[src/hw/rtl/lba_pkg.sv]
// shared types, constants and status codes for the linked block allocator
`default_nettype none
package lba_pkg;
  localparam int DEF_NUM_BLOCKS = 256;
  localparam int DEF_DIR_SLOTS  = 16;
  localparam int REG_W          = 9;

  localparam logic       FUNC_CREATE  = 1'b0;
  localparam logic       FUNC_DELETE  = 1'b1;

  localparam logic [2:0] ST_OK        = 3'd0;
  localparam logic [2:0] ST_EXISTS    = 3'd1;
  localparam logic [2:0] ST_NO_SPACE  = 3'd2;
  localparam logic [2:0] ST_DIR_FULL  = 3'd3;
  localparam logic [2:0] ST_NOT_FOUND = 3'd4;
  localparam logic [2:0] ST_BAD_COUNT = 3'd5;

  typedef struct packed {
    logic        func;
    logic [31:0] file_key;
    logic [8:0]  block_count;
  } lba_in_t;

  typedef struct packed {
    logic [2:0] status;
    logic [7:0] start_block;
    logic [8:0] free_blocks;
  } lba_out_t;
endpackage
`default_nettype wire

[src/hw/rtl/lba_store.sv]
// block store: used mark and next link per block, one write and one read port
`default_nettype none
module lba_store
  import lba_pkg::*;
#(
  parameter int NUM_BLOCKS = DEF_NUM_BLOCKS
) (
  input  wire logic                                clk,
  input  wire logic                                we,
  input  wire logic [$clog2(NUM_BLOCKS)-1:0]       waddr,
  input  wire logic [$clog2(NUM_BLOCKS)+1:0]       wdata,
  input  wire logic [$clog2(NUM_BLOCKS)-1:0]       raddr,
  output logic      [$clog2(NUM_BLOCKS)+1:0]       rdata
);
  localparam int BW = $clog2(NUM_BLOCKS);
  localparam int EW = BW + 2;

  logic [EW-1:0] mem [NUM_BLOCKS];
  logic [EW-1:0] mem_q_r;
  logic [EW-1:0] fwd_data_r;
  logic          fwd_r;

  // write port
  always_ff @(posedge clk) begin
    if (we) begin
      mem[waddr] <= wdata;
    end
  end

  // registered read with forwarding of a same-cycle write
  always_ff @(posedge clk) begin
    mem_q_r    <= mem[raddr];
    fwd_r      <= we && (waddr == raddr);
    fwd_data_r <= wdata;
  end

  assign rdata = fwd_r ? fwd_data_r : mem_q_r;
endmodule
`default_nettype wire

[src/hw/rtl/lba_dir.sv]
// file directory: key lookup, lowest free slot and slot updates
`default_nettype none
module lba_dir
  import lba_pkg::*;
#(
  parameter int NUM_BLOCKS = DEF_NUM_BLOCKS,
  parameter int DIR_SLOTS  = DEF_DIR_SLOTS,
  localparam int BW = $clog2(NUM_BLOCKS),
  localparam int SW = (DIR_SLOTS > 1) ? $clog2(DIR_SLOTS) : 1
) (
  input  wire logic          clk,
  input  wire logic          rst_n,
  input  wire logic          clr_all,
  input  wire logic          set_en,
  input  wire logic          clr_en,
  input  wire logic [SW-1:0] wr_slot,
  input  wire logic [31:0]   wr_key,
  input  wire logic [BW-1:0] wr_start,
  input  wire logic [31:0]   look_key,
  output logic               hit,
  output logic [SW-1:0]      hit_slot,
  output logic [BW-1:0]      hit_start,
  output logic               free_found,
  output logic [SW-1:0]      free_slot
);
  logic [DIR_SLOTS-1:0] valid_r;
  logic [31:0]          key_r   [DIR_SLOTS];
  logic [BW-1:0]        start_r [DIR_SLOTS];

  // valid bits
  always_ff @(posedge clk) begin
    if (!rst_n || clr_all) begin
      valid_r <= '0;
    end else if (set_en) begin
      valid_r[wr_slot] <= 1'b1;
    end else if (clr_en) begin
      valid_r[wr_slot] <= 1'b0;
    end
  end

  // slot payload
  always_ff @(posedge clk) begin
    if (set_en) begin
      key_r[wr_slot]   <= wr_key;
      start_r[wr_slot] <= wr_start;
    end
  end

  // lowest matching slot and lowest empty slot
  always_comb begin
    hit        = 1'b0;
    hit_slot   = '0;
    free_found = 1'b0;
    free_slot  = '0;
    for (int s = DIR_SLOTS - 1; s >= 0; s--) begin
      if (valid_r[s] && key_r[s] == look_key) begin
        hit      = 1'b1;
        hit_slot = SW'(s);
      end
      if (!valid_r[s]) begin
        free_found = 1'b1;
        free_slot  = SW'(s);
      end
    end
    hit_start = start_r[hit_slot];
  end
endmodule
`default_nettype wire

[src/hw/rtl/linked_block_allocator_top.sv]
// linked block allocator: request sequencer around the block store and directory
// the scan and the chain walk handle one block per cycle through the block store's single
// read port, so one request is in work at a time; reset and every blocks_in_use write run
// a clearing pass over every block of the block store, during which no transaction is accepted
`default_nettype none
module linked_block_allocator_top
  import lba_pkg::*;
#(
  parameter int NUM_BLOCKS = DEF_NUM_BLOCKS,
  parameter int DIR_SLOTS  = DEF_DIR_SLOTS
) (
  input  wire logic             clk,
  input  wire logic             rst_n,
  input  wire logic             in_valid,
  output logic                  in_ready,
  input  wire lba_in_t          in_data,
  output logic                  out_valid,
  input  wire logic             out_ready,
  output lba_out_t              out_data,
  input  wire logic             cfg_we,
  input  wire logic [REG_W-1:0] cfg_wdata
);
  localparam int BW = $clog2(NUM_BLOCKS);
  localparam int LW = BW + 1;
  localparam int CW = (LW > REG_W) ? LW : REG_W;
  localparam int SW = (DIR_SLOTS > 1) ? $clog2(DIR_SLOTS) : 1;
  localparam logic [LW-1:0] END_MARK = LW'(NUM_BLOCKS);

  localparam logic [2:0] S_CLR   = 3'd0;
  localparam logic [2:0] S_IDLE  = 3'd1;
  localparam logic [2:0] S_CHECK = 3'd2;
  localparam logic [2:0] S_SCAN  = 3'd3;
  localparam logic [2:0] S_CFIN  = 3'd4;
  localparam logic [2:0] S_DEL   = 3'd5;
  localparam logic [2:0] S_DONE  = 3'd6;

  logic [2:0]       state_r, state_nxt;
  logic [REG_W-1:0] bin_r;
  logic [CW-1:0]    active;
  logic [CW-1:0]    free_r, free_nxt;
  logic [LW-1:0]    idx_r, idx_nxt;
  logic             rvld_r, rvld_nxt;
  logic [BW-1:0]    raddr_r, raddr_nxt;
  logic [BW-1:0]    prev_r, prev_nxt;
  logic [BW-1:0]    start_r, start_nxt;
  logic [CW-1:0]    taken_r, taken_nxt;
  logic [SW-1:0]    slot_r, slot_nxt;
  logic [2:0]       stat_r, stat_nxt;
  lba_in_t          req_r;
  logic             out_valid_r, out_valid_nxt;
  lba_out_t         out_r, out_nxt;

  logic             st_we;
  logic [BW-1:0]    st_waddr, st_raddr;
  logic [LW:0]      st_wdata, st_rdata;
  logic             blk_used;
  logic [LW-1:0]    blk_link;

  logic             dir_set, dir_clr;
  logic             hit, free_found;
  logic [SW-1:0]    hit_slot, free_slot;
  logic [BW-1:0]    hit_start;

  assign active   = (CW'(bin_r) < CW'(NUM_BLOCKS)) ? CW'(bin_r) : CW'(NUM_BLOCKS);
  assign blk_used = st_rdata[LW];
  assign blk_link = st_rdata[LW-1:0];

  lba_store #(.NUM_BLOCKS(NUM_BLOCKS)) u_store (
    .clk   (clk),
    .we    (st_we),
    .waddr (st_waddr),
    .wdata (st_wdata),
    .raddr (st_raddr),
    .rdata (st_rdata)
  );

  lba_dir #(.NUM_BLOCKS(NUM_BLOCKS), .DIR_SLOTS(DIR_SLOTS)) u_dir (
    .clk        (clk),
    .rst_n      (rst_n),
    .clr_all    (cfg_we),
    .set_en     (dir_set),
    .clr_en     (dir_clr),
    .wr_slot    (slot_r),
    .wr_key     (req_r.file_key),
    .wr_start   (start_r),
    .look_key   (req_r.file_key),
    .hit        (hit),
    .hit_slot   (hit_slot),
    .hit_start  (hit_start),
    .free_found (free_found),
    .free_slot  (free_slot)
  );

  // request sequencer
  always_comb begin
    state_nxt     = state_r;
    free_nxt      = free_r;
    idx_nxt       = idx_r;
    rvld_nxt      = 1'b0;
    raddr_nxt     = raddr_r;
    prev_nxt      = prev_r;
    start_nxt     = start_r;
    taken_nxt     = taken_r;
    slot_nxt      = slot_r;
    stat_nxt      = stat_r;
    out_valid_nxt = out_valid_r && !out_ready;
    out_nxt       = out_r;
    st_we         = 1'b0;
    st_waddr      = '0;
    st_wdata      = {1'b0, END_MARK};
    st_raddr      = '0;
    dir_set       = 1'b0;
    dir_clr       = 1'b0;
    unique case (state_r)
      S_CLR: begin
        st_we    = 1'b1;
        st_waddr = idx_r[BW-1:0];
        idx_nxt  = idx_r + 1'b1;
        if (idx_r == LW'(NUM_BLOCKS - 1)) begin
          state_nxt = S_IDLE;
        end
      end
      S_IDLE: begin
        if (in_valid) begin
          state_nxt = S_CHECK;
        end
      end
      S_CHECK: begin
        start_nxt = '0;
        taken_nxt = '0;
        idx_nxt   = '0;
        if (req_r.func == FUNC_DELETE) begin
          slot_nxt = hit_slot;
          if (!hit) begin
            stat_nxt  = ST_NOT_FOUND;
            state_nxt = S_DONE;
          end else begin
            stat_nxt  = ST_OK;
            start_nxt = hit_start;
            raddr_nxt = hit_start;
            st_raddr  = hit_start;
            if (CW'(hit_start) < active) begin
              state_nxt = S_DEL;
            end else begin
              dir_clr   = 1'b1;
              state_nxt = S_DONE;
            end
          end
        end else begin
          slot_nxt  = free_slot;
          state_nxt = S_DONE;
          priority if (hit) begin
            stat_nxt = ST_EXISTS;
          end else if (req_r.block_count == '0) begin
            stat_nxt = ST_BAD_COUNT;
          end else if (CW'(req_r.block_count) > free_r) begin
            stat_nxt = ST_NO_SPACE;
          end else if (!free_found) begin
            stat_nxt = ST_DIR_FULL;
          end else begin
            stat_nxt  = ST_OK;
            state_nxt = S_SCAN;
          end
        end
      end
      S_SCAN: begin
        // issue the next read while the previous one is checked
        st_raddr = idx_r[BW-1:0];
        if (CW'(idx_r) < active) begin
          rvld_nxt  = 1'b1;
          raddr_nxt = idx_r[BW-1:0];
          idx_nxt   = idx_r + 1'b1;
        end
        if (rvld_r && !blk_used) begin
          taken_nxt = taken_r + 1'b1;
          prev_nxt  = raddr_r;
          if (taken_r == '0) begin
            start_nxt = raddr_r;
          end else begin
            st_we    = 1'b1;
            st_waddr = prev_r;
            st_wdata = {1'b1, LW'(raddr_r)};
          end
          if (taken_r + 1'b1 == CW'(req_r.block_count)) begin
            state_nxt = S_CFIN;
          end
        end else if (!rvld_r && !(CW'(idx_r) < active)) begin
          state_nxt = S_CFIN;
        end
      end
      S_CFIN: begin
        st_we     = 1'b1;
        st_waddr  = prev_r;
        st_wdata  = {1'b1, END_MARK};
        free_nxt  = free_r - taken_r;
        dir_set   = 1'b1;
        state_nxt = S_DONE;
      end
      S_DEL: begin
        // free the block read last cycle and follow its link
        st_we    = 1'b1;
        st_waddr = raddr_r;
        st_raddr = blk_link[BW-1:0];
        if (blk_used) begin
          free_nxt = free_r + 1'b1;
        end
        taken_nxt = taken_r + 1'b1;
        raddr_nxt = blk_link[BW-1:0];
        if (!(CW'(blk_link) < active && taken_r + 1'b1 < CW'(NUM_BLOCKS))) begin
          dir_clr   = 1'b1;
          state_nxt = S_DONE;
        end
      end
      S_DONE: begin
        if (!out_valid_r || out_ready) begin
          out_valid_nxt       = 1'b1;
          out_nxt.status      = stat_r;
          out_nxt.start_block = (stat_r == ST_OK) ? 8'(CW'(start_r)) : 8'd0;
          out_nxt.free_blocks = free_r[REG_W-1:0];
          state_nxt           = S_IDLE;
        end
      end
      default: begin
        state_nxt = S_IDLE;
      end
    endcase
  end

  // control registers
  always_ff @(posedge clk) begin
    if (!rst_n) begin
      state_r     <= S_CLR;
      bin_r       <= REG_W'(256);
      free_r      <= (CW'(256) < CW'(NUM_BLOCKS)) ? CW'(256) : CW'(NUM_BLOCKS);
      idx_r       <= '0;
      rvld_r      <= 1'b0;
      out_valid_r <= 1'b0;
    end else if (cfg_we) begin
      state_r     <= S_CLR;
      bin_r       <= cfg_wdata;
      free_r      <= (CW'(cfg_wdata) < CW'(NUM_BLOCKS)) ? CW'(cfg_wdata) : CW'(NUM_BLOCKS);
      idx_r       <= '0;
      rvld_r      <= 1'b0;
      out_valid_r <= out_valid_nxt;
    end else begin
      state_r     <= state_nxt;
      free_r      <= free_nxt;
      idx_r       <= idx_nxt;
      rvld_r      <= rvld_nxt;
      out_valid_r <= out_valid_nxt;
    end
  end

  // request and working payload
  always_ff @(posedge clk) begin
    if (in_valid && in_ready) begin
      req_r <= in_data;
    end
    raddr_r <= raddr_nxt;
    prev_r  <= prev_nxt;
    start_r <= start_nxt;
    taken_r <= taken_nxt;
    slot_r  <= slot_nxt;
    stat_r  <= stat_nxt;
    out_r   <= out_nxt;
  end

  assign in_ready  = (state_r == S_IDLE);
  assign out_valid = out_valid_r;
  assign out_data  = out_r;
endmodule
`default_nettype wire

[config.mk]
export PLATFORM = sky130hd
export DESIGN_NAME = linked_block_allocator_top
export DESIGN_NICKNAME = d
export VERILOG_FILES = /design/src/hw/rtl/lba_pkg.sv /design/src/hw/rtl/lba_store.sv /design/src/hw/rtl/lba_dir.sv /design/src/hw/rtl/linked_block_allocator_top.sv
export SDC_FILE = /design/constraint.sdc
export NUM_CORES = 2
export LEC_CHECK = 0
export BUFFER_PORTS_ARGS = -buffer_cell sky130_fd_sc_hd__buf_2
export CAP_MARGIN = 20
export CORE_UTILIZATION = 50
export DETAILED_ROUTE_END_ITERATION = 6
export PLACE_DENSITY = 0.72
export SLEW_MARGIN = 40
export SYNTH_ARGS = -nofsm -noshare
export SYNTH_HDL_FRONTEND = slang
export SYNTH_HIERARCHICAL = 1
export SYNTH_SLANG_ARGS = --single-unit
[constraint.sdc]
create_clock -name clk -period 18.4 [get_ports clk]
set_input_delay 0.92 -clock clk [delete_from_list [all_inputs] [get_ports clk]]
set_output_delay 0.92 -clock clk [all_outputs]
set_load 0.01 [all_outputs]
# Yosys cells after proc, flatten, opt, wreduce, memory -nomap -nowiden
# Memory sizes are Yosys's and may differ from the RTL's. A register that Yosys moved wholly into a read port is not among the register bits.
# Index checks and enable logic that the tools add are counted.
# totals
ff_bits	161
ram_bits	3200
in_bits	56
wordCells	262
n_memories	3
# classes
addsub	4
n_lt_le_gt_ge	9
eq_ne	37
muxes	132
n_bitwise	5
reduce_logical	51
# mem_list
name	depth	width	rd	rd_clocked_by_memory_dff	write_ports	line	text
u_store.mem	256	10	1	1	1	lba_store.sv:18	logic [EW-1:0] mem [NUM_BLOCKS];
u_dir.key_r	16	32	16	0	1	lba_dir.sv:27	logic [31:0] key_r [DIR_SLOTS];
u_dir.start_r	16	8	1	0	1	lba_dir.sv:28	logic [BW-1:0] start_r [DIR_SLOTS];
# op_table
operator	n
32-bit equality test	16
4-bit two-way mux	33
8-bit two-way mux	9
9-bit two-way mux	6
9-bit case mux with 3 select lines	2
3-bit two-way mux	16
8-bit case mux with 3 select lines	2
1-bit two-way mux	47
16-bit two-way mux	2
8-bit case mux with 4 select lines	1
10-bit two-way mux	3
9-bit by 1-bit adder with 9-bit output, second input constant	3
9-bit less-than comparator, second input constant	3
1-bit logical AND	23
3-bit case mux with 7 select lines	1
10-bit case mux with 2 select lines	1
9-bit logical NOT	2
9-bit less-than comparator	2
2-bit inequality test, second input constant	9
9-bit case mux with 2 select lines	1
16-bit AND	1
16-bit inverter	1
16-bit OR	1
8-bit case mux with 2 select lines	1
27 further kinds	52

# Longest topological paths before layout
# An unclocked memory read counts as a cell.
# depth
word_depth	27
mapped_depth	28
ltp_nobuf	20

# By module
# Netlist, hierarchy kept.
# modules_own_cells
module	instances	cells_per_inst	area_per_inst_um2	seq_area_each_um2
lba_store	1	4633	99414.1	77294.1
lba_dir	1	1716	27910.5	19538.7
linked_block_allocator_top	1	636	7046.8	3703.6

# Least setup slack after synthesis
# Ideal clock, no wire load.
# synth_timing
kind	register to register
startpoint	reg taken_r[0]
endpoint	mem u_store/mem[236][0] (netlist bit), enable pin
setup_time_ns	0.376
arrival_ns	11.124
t_required_ns	18.024
setup_slack_ns	6.900
path_stages_with_launch	18
path_buffers	3
period_less_slack_ns	11.500
cell_sequence	edfxtp_1 buf_2 inv_1 ha_1 nor3b_1 nand2_1 nor2_1 ha_1 nor3_1 inv_1 o21ai_2 a222oi_1 inv_1 clkbuf_1 nor2_1 nand4_1 clkbuf_1 nor2_1
# synth_between
elab_cells_between_ends	9
cone_classes	mux: 8; reduce/logical: 1
# synth_rtl
element	line	text
start: declaration	linked_block_allocator_top.sv:46	logic [CW-1:0] taken_r, taken_nxt;
start signal: assignment	linked_block_allocator_top.sv:262	taken_r <= taken_nxt;
9-bit logical NOT	linked_block_allocator_top.sv:177	if (taken_r == '0) begin
8-bit two-way mux	linked_block_allocator_top.sv:177	
8-bit two-way mux	linked_block_allocator_top.sv:174	if (rvld_r && !blk_used) begin
8-bit case mux with 4 select lines	linked_block_allocator_top.sv:114	unique case (state_r)
named net st_waddr[1]	linked_block_allocator_top.sv:54	logic [BW-1:0] st_waddr, st_raddr;
end: declaration	lba_store.sv:18	
# The timed path passes the listed nets, and every way through them passes these cells.

# Worst setup path after layout
# layout_timing
startpoint	reg req_r[37] (netlist bit)
endpoint	reg u_store.mem_q_r[4] (read register of u_store.mem)
# layout_between
elab_chain_len	22
elab_cells_between_ends	68
cone_classes	eq/ne: 16; mux: 35; reduce/logical: 16; memory: 1
# layout_rtl
element	line	text
start: declaration	linked_block_allocator_top.sv:49	lba_in_t req_r;
start signal: assignment	linked_block_allocator_top.sv:257	req_r <= in_data;
32-bit equality test	lba_dir.sv:56	if (valid_r[s] && key_r[s] == look_key) begin
1-bit logical AND	lba_dir.sv:56	
4-bit two-way mux (15 in series)	lba_dir.sv:56	
4-bit two-way mux (*)	lba_dir.sv:56	
memory 16 x 8 bit (*)	-	
named net hit_start[0]	linked_block_allocator_top.sv:62	logic [BW-1:0] hit_start;
8-bit two-way mux (*)	linked_block_allocator_top.sv:134	if (!hit) begin
8-bit two-way mux (*)	linked_block_allocator_top.sv:132	if (req_r.func == FUNC_DELETE) begin
8-bit case mux with 3 select lines (*)	linked_block_allocator_top.sv:114	
named net st_raddr[0]	linked_block_allocator_top.sv:54	
end: declaration	lba_store.sv:19	logic [EW-1:0] mem_q_r;
# Mark *: on every way through the listed nets, which the timed path passes. The rest lies on a longest branch.
# A chain may end at the register's enable or synchronous reset.

==> impl_metrics.env <==
export IMPL_cp_end_kind="flop"
export IMPL_n_fill_cell=19240
export IMPL_layout_drive_gt1_share_pct=21.76
export IMPL_cts_resized=0
export IMPL_rsz0062_at_grt="false"
export IMPL_finalMaxSlewViolations=0
export IMPL_start_util_pct=50.46
export IMPL_numCtsBuffers=336
export IMPL_worstPathArrival_ps=10840
export IMPL_area_growth_pct=11.77
export IMPL_placed_cell_area_sq_mm=0.1392
export IMPL_core_sq_mm=0.2663
export IMPL_grt_ovfl_total=0
export IMPL_grt_max_degree=133
export IMPL_cap_violations=0
export IMPL_synth_flop_cell="edfxtp_1"
export IMPL_slowest_stage="buf_4"
export IMPL_crit_end="u_store/mem_q_r[4]"
export IMPL_crit_path_cell_trace="buf_4 -> xnor2_1 -> nand4_1 -> nor4_1 -> nand3_1 -> o21ai_0 -> a221oi_4 -> o2bb2ai_4 -> buf_4 -> mux2i_1 -> a221o_1 -> o21ai_1 -> a21o_4 -> buf_12 -> buf_16 -> buf_4 -> buf_12 -> mux4_2 -> a22o_1 -> a221oi_1 -> o32ai_1 -> nor3_2 -> nor4_1"
export IMPL_grt_pass1_wl_mm=476.4
export IMPL_clk_latency_ps=890
export IMPL_fin_crit_sh_pct=55.10
export IMPL_synthCells=6985
export IMPL_fin_ws_ps=8262
export IMPL_status="complete, no violations"
export IMPL_critPathKind="reg2reg"
export IMPL_cts_setup_buffers=0
export IMPL_detail_route_first_pass_iterations=6
export IMPL_setup_tns_ps=0
export IMPL_drc=0
export IMPL_row_count=189
export IMPL_rr_endpoint="u_store/mem_q_r[4]"
export IMPL_die_height_um=520.4
export IMPL_die_w_um=520.4
export IMPL_dp_cells=10400
export IMPL_first_global_vias=68430
export IMPL_holdCritPathClass="in2reg"
export IMPL_r2r_slack_ps=8260
export IMPL_startpoint="req_r[37]"
export IMPL_synth_seq_cells=3371
export IMPL_cpMostUsedCell="buf_4"
export IMPL_syn_area_sq_mm=0.1344
export IMPL_cts_sinks=3371
export IMPL_worstReg2RegStart="req_r[37]"
export IMPL_vias=69510
export IMPL_yosysWarningCount=6
export IMPL_stdcell_area_sq_mm=0.1502
export IMPL_dp_slack_ps=8277
export IMPL_hpwlAfterDp_mm=196.8
export IMPL_cp_start_kind="flop"
export IMPL_routed_wl_mm=328.0
export IMPL_finalClockSkew_ps=96.76
export IMPL_place_gp_congestion=0.8897
export IMPL_grt_usage_pct=23.99
export IMPL_clk_pin_slew_ps=60
export IMPL_io_buffers=77
export IMPL_cts_root_buffer="clkbuf_16"
export IMPL_final_cell_count_no_fill=11010
export IMPL_finalHoldViolCount=0
export IMPL_max_vdd_ir_drop_v=0.00007304
export IMPL_synth_enable_flop_cells=3302
export IMPL_antenna_found_initial=7
export IMPL_holdBufCountCts=0
export IMPL_nNetsFinal=7311
export IMPL_synthesis_nets=7087
export IMPL_worstPathRequired_ps=19100
export IMPL_ios=78
export IMPL_htree_levels=5
export IMPL_worstMarginPinSlew_ps=966.2
export IMPL_ys_seq_area_share_pct=74.82
export IMPL_min_period_ps=10140
export IMPL_ys_types=89
export IMPL_drt_initial_drc_count=9403
export IMPL_critPathMaxStageDelay_ps=750
export IMPL_cp_max_fo=68
export IMPL_slew_headroom_pct=35.59
export IMPL_syn_avg_cell_area_sq_um=19.24
export IMPL_synth_async_reset_ratio_pct=0
export IMPL_fmax_ghz=0.09864
export IMPL_setup_viol=0
export IMPL_vias_per_cell=6.315
export IMPL_p_leak_nw=50.61
export IMPL_dieArea_sq_mm=0.2708
export IMPL_r2r_cells=23
export IMPL_drtAntennaViolNets=0
export IMPL_wire_per_inst_um=29.80
export IMPL_clk_path_buf_depth=4
export IMPL_tritoncts="yes"
export IMPL_power_density_mw_per_mm2=100.6
logic make-up (layout without fill, tap and decap cells):
family | Yosys count | in the layout | synth area share [%]
other | 0 | 6 | 0
xor gates and xnor gates | 551 | 551 | 3.632
adders and majority gates | 46 | 46 | 0.4339
muxes | 862 | 862 | 11.55
AOI/OAI and AO/OA | 704 | 704 | 3.672
DFF | 3371 | 3371 | 74.82
and+or+nand+nor | 994 | 994 | 3.678
buffers and inverters | 457 | 939 | 2.211
worst max-delay path: cells and delay by family (launching register included):
kind	cells	cell delay (ps)
compound gates	9	3910
xor+xnor	1	180
buf+inv	6	2780
flops	1	320
mux	2	710
simple gates	5	1800
layout by cell type, fill, tap and decap left out, types with 45 or more instances in the layout:
master / n
nor4_1: 77
mux4_2: 530
nor2_1: 126
a22oi_1: 157
nor3_1: 69
clkinv_1: 73
buf_2: 79
o22ai_1: 77
a21oi_1: 157
nand4_1: 93
xor2_1: 255
mux2i_1: 301
o21ai_0: 56
nand3_1: 80
edfxtp_1: 3302
xnor2_1: 292
inv_1: 52
buf_4: 159
nand2_1: 119
dfxtp_1: 69
clkinv_2: 50
nor2_2: 217
clkbuf_16: 343
clkbuf_1: 65
ha_1: 45
cells in the mapped netlist, drive strengths merged (6+ instances only):
cell type	instances	area share, %
edfxtp	3302	74
mux4	545	9.2
nor2	345	0.96
mux2i	301	2.2
xnor2	292	1.9
xor2	255	1.7
buf	220	1.5
clkbuf	178	0.50
a21oi	161	0.61
a22oi	157	0.88
nand2	128	0.36
nor4	103	0.49
nand4	93	0.43
nand3	92	0.34
nor3	79	0.30
o21ai	77	0.29
o22ai	77	0.36
dfxtp	69	1.0
inv	57	0.16
ha	45	0.42
o221ai	42	0.27
a221oi	38	0.27
a22o	36	0.23
and2	33	0.16
nand2b	30	0.14
a21o	25	0.14
nor2b	25	0.12
o32ai	18	0.12
and3	17	0.083
mux2	16	0.13
a21boi	12	0.067
or4	9	0.059
a221o	8	0.060
a222oi	8	0.060
or3	8	0.037
a211oi	7	0.043
nand3b	7	0.039
nor3b	7	0.047
a2111oi	6	0.059
a31oi	6	0.039
metrics by stage:
step | hold slack (ps) | power [W] | util, %
5_1_grt | 191.2 | 0.01547 | 56.40
2_1_floorplan | 425.0 | 0.008497 | -
3_3_place_gp | 439.2 | 0.008521 | 51.87
4_1_cts | 167.7 | 0.01518 | 56.33
6_report | 217.1 | 0.01511 | 56.40
3_5_place_dp | 446.5 | 0.008523 | 52.28
cell type report:
class | count | area [sq um] | share of cell area, %
flip-flops and latches | 3371 | 100500 | 66.94
multi-input cells | 3157 | 31880 | 21.23
clock buffers | 409 | 8841 | 5.887
well taps | 3533 | 4420 | 2.943
repair buffers | 284 | 2344 | 1.560
clock inverters | 187 | 1921 | 1.279
inverters | 59 | 230.2 | 0.1533
diodes | 6 | 15.01 | 0.009997
layer usage:
layer	wire length, um	GRT usage [%]	share of wire [%]	vias up
met3	35540	4.934	11	673
met4	11950	8.261	3.6	2
li1	-	-	-	28690
met2	152600	37.09	47	4021
met1	127900	34.12	39	36120
met5	13	0	0.0040	-
power by group:
part / internal, W / total (W) / switching (W)
clock: 0.00392 / 0.00675 / 0.00283
combinational: 0.0000181 / 0.0000505 / 0.0000324
sequential: 0.00830 / 0.00831 / 0.00000768
total: 0.0122 / 0.0151 / 0.00287
worst min-delay path by stage:
stage                 from      endpoint  cells after the start
6_report       in_data[16]     req_r[16]                      1
5_1_grt        in_data[29]     req_r[29]                      1
4_1_cts        in_data[16]     req_r[16]                      1
3_5_place_dp     stat_r[0]  out_data[17]                      0
3_3_place_gp     stat_r[2]  out_data[19]                      0
2_1_floorplan    free_r[8]   out_data[8]                      0
state kept, by name, indices dropped and copies added (netlist names), 3 cells and up, named ones only:
signal and flops:
bin_r 9, free_r 9, idx_r 9, out_data 20, prev_r 8, raddr_r 8, req_r 42, slot_r 4
start_r 8, stat_r 3, state_r 3, taken_r 9, u_dir/key_r 512, u_dir/start_r 128, u_store/fwd_data_r 10, u_store/mem 2560
u_store/mem_q_r 10
Note: power is estimated with default switching activity, not from simulation.
